$ cat src/rtl/ile_pkg.sv
// ----------------------------------------------------------------------------
// Indexed list engine package
// Shared widths, operation and status codes, and the control word that the
// controller broadcasts to every cell of the list.
// ----------------------------------------------------------------------------
package ile_pkg;

   localparam int DATA_W   = 64;
   localparam int POS_W    = 8;
   localparam int REQ_W    = 4;
   localparam int STATUS_W = 2;
   // Wide enough to hold any index or count up to the largest capacity.
   localparam int KEY_W    = 9;
   // Cells per gather group for reads and for the first-match search.
   localparam int GRP_W    = 8;

   typedef enum logic [REQ_W-1:0] {
      OP_PUSH_FRONT  = 4'd0,
      OP_PUSH_BACK   = 4'd1,
      OP_POP_FRONT   = 4'd2,
      OP_POP_BACK    = 4'd3,
      OP_INSERT_AT   = 4'd4,
      OP_REMOVE_AT   = 4'd5,
      OP_REMOVE_VAL  = 4'd6,
      OP_READ_FRONT  = 4'd7,
      OP_READ_BACK   = 4'd8,
      OP_READ_AT     = 4'd9
   } op_type;

   typedef enum logic [STATUS_W-1:0] {
      STS_OK        = 2'd0,
      STS_EMPTY     = 2'd1,
      STS_FULL      = 2'd2,
      STS_NOT_FOUND = 2'd3
   } status_type;

   typedef enum logic [1:0] {
      CM_HOLD,
      CM_OPEN,
      CM_CLOSE,
      CM_CLOSE_HIT
   } cell_mode_type;

   typedef enum logic [1:0] {
      ST_IDLE,
      ST_EVAL,
      ST_FIN
   } state_type;

   typedef struct packed {
      cell_mode_type     mode;
      logic [KEY_W-1:0]  key;
      logic [KEY_W-1:0]  limit;
      logic [DATA_W-1:0] value;
   } cell_ctl_type;

endpackage

$ cat src/rtl/ile_cell.sv
// ----------------------------------------------------------------------------
// Indexed list engine cell
// Holds one list entry. Each cycle it keeps its value, takes its lower or
// upper neighbor's value, or loads the broadcast value, as the control word
// and its own position decide. It also flags a value match and offers its
// entry when its position is the one being read.
// ----------------------------------------------------------------------------
module ile_cell #(
   parameter int IDX = 0
) (
   input  logic                         clock,
   input  ile_pkg::cell_ctl_type        ctl,
   input  logic [ile_pkg::DATA_W-1:0]   prev_data,
   input  logic [ile_pkg::DATA_W-1:0]   next_data,
   input  logic                         take_next,
   output logic [ile_pkg::DATA_W-1:0]   data,
   output logic                         hit,
   output logic [ile_pkg::DATA_W-1:0]   pick_data
);
   import ile_pkg::*;

   localparam logic [KEY_W-1:0] MY_IDX = KEY_W'(IDX);

   logic [DATA_W-1:0] data_ff, data_in;
   logic              hit_ff, hit_in;

   always_comb begin
      unique case (ctl.mode)
         CM_OPEN: begin
            if (MY_IDX > ctl.key) begin
               data_in = prev_data;
            end else if (MY_IDX == ctl.key) begin
               data_in = ctl.value;
            end else begin
               data_in = data_ff;
            end
         end
         CM_CLOSE:     data_in = (MY_IDX >= ctl.key) ? next_data : data_ff;
         CM_CLOSE_HIT: data_in = take_next ? next_data : data_ff;
         default:      data_in = data_ff;
      endcase
   end

   // Only cells that hold a live entry may report a match.
   assign hit_in = (MY_IDX < ctl.limit) && (data_ff == ctl.value);

   always_ff @(posedge clock) begin
      data_ff <= data_in;
      hit_ff  <= hit_in;
   end

   assign data      = data_ff;
   assign hit       = hit_ff;
   assign pick_data = (MY_IDX == ctl.key) ? data_ff : '0;

endmodule

$ cat config.mk
export PLATFORM = sky130hd
export DESIGN_NAME = ile_cell
export DESIGN_NICKNAME = d
export VERILOG_FILES = /design/src/rtl/ile_pkg.sv /design/src/rtl/ile_cell.sv
export SDC_FILE = /design/constraint.sdc
export NUM_CORES = 1
export LEC_CHECK = 0
export BUFFER_PORTS_ARGS = -buffer_cell sky130_fd_sc_hd__buf_2
export CORE_AREA = 2 2 134 136
export CTS_CLUSTER_DIAMETER = 30
export DETAILED_ROUTE_END_ITERATION = 16
export DIE_AREA = 0 0 136 138
export GPL_ROUTABILITY_DRIVEN = 0
export PLACE_DENSITY_LB_ADDON = 0.25
export SETUP_SLACK_MARGIN = 0.4
export SYNTH_ARGS = -nofsm -noshare
export SYNTH_HDL_FRONTEND = slang
export SYNTH_SLANG_ARGS = --single-unit
$ cat constraint.sdc
create_clock -name clock -period 4.89 [get_ports clock]
set_input_delay 0.7335 -clock clock [delete_from_list [all_inputs] [get_ports clock]]
set_output_delay 0.7335 -clock clock [all_outputs]
set_load 0.005 [all_outputs]
## Word-level counts from Yosys, hierarchy flattened

Cells that the tools add are included.

- Register bits after elaboration: 65
- Input port bits: 214
- Output and inout port bits: 129
- Word-level logic and storage cells: 22

- $lt $le $gt $ge: 3
- Equal/unequal tests: 7
- Mux-type cells: 6
- Reductions and logical operators: 4

Operator list:

| kind | count |
|---|---|
| $mux W64 | 5 |
| $pmux W64 S3 | 1 |
| $eq A64 B64 Y1 | 1 |
| $ge A1 B9 Y1 const A | 1 |
| $gt A1 B9 Y1 const A | 1 |
| $logic_not A9 Y1 | 1 |
| $lt A1 B9 Y1 const A | 1 |
| $eq A2 B2 Y1 const B | 2 |
| $ne A2 B2 Y1 const B | 2 |
| $reduce_and A4 Y1 | 1 |
| $ne A3 B3 Y1 const B | 1 |
| $reduce_bool A3 Y1 | 1 |
| $eq A2 B1 Y1 const B | 1 |
| $logic_and A1 B1 Y1 | 1 |

## Depth between registers and ports, before layout

- Word-level depth: 4
- Gate-level depth with buffers: 5
- Depth with buffers taken out: 5

## Worst setup path after synthesis

No wires, ideal clock.

- Kind: input-to-reg
- Start point: input ctl[75] (netlist name)
- End point: register data_ff[0] (netlist: data[0]) (enable)
- Library setup time: 0.494 ns
- Arrival: 4.632 ns
- Required time: 4.396 ns
- Path slack: -0.236 ns
- Stages: 5
- Path buffers: 1
- Cell sequence: or4_4 > nor4_4 > buf_6 > nand2_1 > o21ai_1

- Word-level cells in the longest chain between the ends: 3
- Elaborated cells on any way between the ends: 6
- Classes of those cells: order compare: 2; eq/ne: 2; reduce/logical: 2

Ends and longest elaborated chain:

| what | RTL line | text |
|---|---|---|
| from (decl) | ile_cell.sv:12 | `input ile_pkg::cell_ctl_type ctl,` |
| $gt A1 B9 Y1, or another cell as far along | ile_cell.sv:30 | `if (MY_IDX > ctl.key) begin` |
| $ne A3 B3 Y1 (no source line) or $ne A2 B2 Y1 (tied branches) | - |  |
| $reduce_and A4 Y1 (no source line) * | - |  |
| to (signal assigned) | ile_cell.sv:48 | `data_ff <= data_in;` |
| to (decl) | ile_cell.sv:24 | `logic [DATA_W-1:0] data_ff, data_in;` |

Every way passes the cells marked *; elsewhere a longest branch is shown, timed or not.
A chain may end at the register's enable or synchronous reset.

## Final worst setup path

- Start point: input ctl[75] (netlist name)
- End point: register data_ff[32] (netlist: data[32]) (enable)

Same word-level chain as after synthesis.

==> out/qor.yml <==
outcome:
  status: "finished clean"
worst_setup_path:
  slowest_delay_ps: 560
  critPathRequiredTime_ps: 4860
  path_delay_family: "buffers and inverters"
  worst-setup-path-type: "in2reg"
  end_kind: "flip-flop"
  rr_worst_depth: 5
  r2r_start: "data[61]"
  crit_top_cell: "buf_4"
  critPathArrivalTime_ps: 3380
  crit_path_max_fanout: 65
  path_cells: "buf_2 -> or4_4 -> nor4_4 -> buf_4 -> mux2_2 -> nand2_1 -> o21ai_4 -> buf_4"
  r2r_end: "hit"
  regToRegSetupSlack_ps: 3010
  startpoint_type: "input pin"
  path_buf_inv: 3
  crit_slowest_cell: "buf_4"
final_layout:
  fill_cells: 1832
  areaGrowthSynthToFinish_pct: 48.2
  num-nets-final: 795
  drive_gt1_share_pct: 61.8
  fin_util_pct: 33.3
logic_synthesis:
  synth_cells: 303
  synth_area_leader_cell: "edfxtp_1"
  yosysMostFrequentCell: "mux2_2"
  synth_ff_type: "edfxtp_1"
  syn_area_um2: 3940
  netlist_top_cells_area: "edfxtp_1 49%, mux2_2 19%, and2_1 10%"
  ys_seq_elements: 65
  syn-mean-instance-area_um2: 13.0
  ys_warn_count: 0
  yosys.cell_types.count: 19
  synth_edf_count: 64
  async_flop_share_pct: 0
  synthesis.nets: 517
  ys_seq_area_share_pct: 49.3
  ys_top_cells_by_count: "65 x mux2_2, 64 x and2_1, 64 x edfxtp_1"
  synth_top_area_share_pct: 48.8
power_and_ir_drop:
  switching_share_pct: 23.2
  cellLeakagePower_nw: 2.60
  p_per_area_nw_per_um2: 261
  ir_drop_mv: 0.131
  p_switching_w: 0.000354
  p_int_w: 0.00117
  comb_power_share_pct: 14.6
  pwr-share-seq_pct: 44.3
  clockPowerShare_pct: 41.0
route:
  vias: 3363
  detail-route-antenna-nets: 0
  vias_per_cell: 4.12
  dr_wl_met3_um: 991
  drtPass1Iterations: 4
  drtIter0Drc: 95
  wl_met2_um: 5920
  drcViolationCount: 0
  met1Wirelength_um: 4780
  routed_wl_um: 11900
  highest_layer: "met5"
  post_drt_wl_per_cell_um: 14.6
place:
  hpwl_um: 9320
  port-buffer-count: 278
clock_network:
  clk_pin_slew_ps: 50
  numCtsBuffers: 9
  htreeDepth: 3
  cts_hold_buf: 0
  post_cts_buffers: 0
  cts_resized: 0
  clockBufferDepth: 2
  cts.sinks: 65
  cts_tree: "built"
  clkLatencyLatePin_ps: 330
  cts-root-buf: "clkbuf_16"
timing:
  rsz0062_at_grt: "false"
  layout_min_cycle_time_ps: 3410
  finalSetupViolCount: 0
  worstMarginPinSlew_ps: 965
  tns_ps: 0
  fmax_mhz: 294
  maxSlewViolCount: 0
  slew_headroom_pct: 35.4
  min_period_over_period_pct: 69.7
  finalHoldViolCount: 0
  skew_ps: 7.31
floorplan:
  core.rowCount: 49
  die_w_um: 136
  die_h_um: 138
  io_pins: 343
  dieArea_um2: 18800
  core_um2: 17500
  start_util_pct: 22.5
global_route:
  grt_remaining_overflow: 0
  antenna_found_initial: 2
  grt_max_degree: 66
  grt.total_usage_pct: 12.5
  grt_pass1_wl_um: 17900
  grt_pass1_vias: 3368
worst_hold_path:
  hold_depth: 3
  hold_path.class: "reg2reg"
  min_from: "data[12]"
  whs_endpoint: "hit"
run:
  cap_violations: 0
-- final cells by class --
cell class	instances	area [um2]	share of cell area, %
repair buffers	281	1410	24.2
well taps	229	287	4.91
clock buffers	9	225	3.86
clock inverters	7	61.3	1.05
diodes	1	2.50	0.0429
multi-input cells	224	1910	32.7
flip-flops and latches	65	1940	33.3
-- worst max-delay path by stage --
stage	to	depth (start not counted)	start	slack (ps)
floorplan	data[0]	5	ctl[75]	990
global placement	data[61]	8	ctl[75]	1110
detailed placement	data[61]	8	ctl[75]	1080
CTS	data[32]	8	ctl[75]	1440
global route	data[32]	8	ctl[75]	1250
finish	data[32]	8	ctl[75]	1480
-- layer usage --
| layer | track usage, % | vias to the layer above |
|---|---|---|
| met3 | 3.78 | 17 |
| met2 | 21.6 | 152 |
| met1 | 14.5 | 1545 |
| met4 | 4.33 | 2 |
| met5 | 0 | - |
| li1 | - | 1647 |
-- power groups by stage --
stage | clock (W) | combinational (W) | sequential [W]
floorplan | 0 | 0.000105 | 0.000685
finish | 0.000625 | 0.000223 | 0.000675
global placement | 0 | 0.000225 | 0.000685
CTS | 0.000655 | 0.000228 | 0.000675
detailed placement | 0 | 0.000227 | 0.000687
global route | 0.000679 | 0.000247 | 0.000679
-- flip-flops by register name, indices dropped and copies added (netlist names) --
name	cells
hit	1
data	64
-- metrics by stage --
step	total power, W	std cells	worst slack, ps	instance area [um2]	hold slack [ps]
2_1_floorplan	0.000790	303	985	3940	583
3_5_place_dp	0.000914	799	1080	5550	661
6_report	0.00152	816	1480	5840	648
5_1_grt	0.00161	815	1250	5840	686
3_3_place_gp	0.000910	799	1110	5550	649
4_1_cts	0.00156	815	1440	5840	671
-- logic make-up after synthesis --
| kind of cell | synth area share, % |
|---|---|
| xor+xnor | 14.2 |
| simple gates | 15.1 |
| mux | 18.6 |
| flops | 49.3 |
| buf+inv | 2.57 |
| compound gates | 0.286 |
-- worst register-to-register path, cell delays in order, from the launching register on --
cell and delay, ps:
edfxtp_1 420, xnor2_1 220, nand4_1 140, nor4_1 490
nand4_1 220, nor4_1 290
-- layout by cell type, fill, tap and decap left out, types with 2 or more instances in the layout --
cell,count
xnor2_1,44
nand2_1,2
buf_4,3
buf_2,278
nor4_1,9
edfxtp_1,64
xor2_1,20
nand4_1,13
clkinvlp_4,2
clkbuf_16,9
mux2_2,65
and2_1,64
clkinv_1,3
Power figures use the tool's default switching activity.
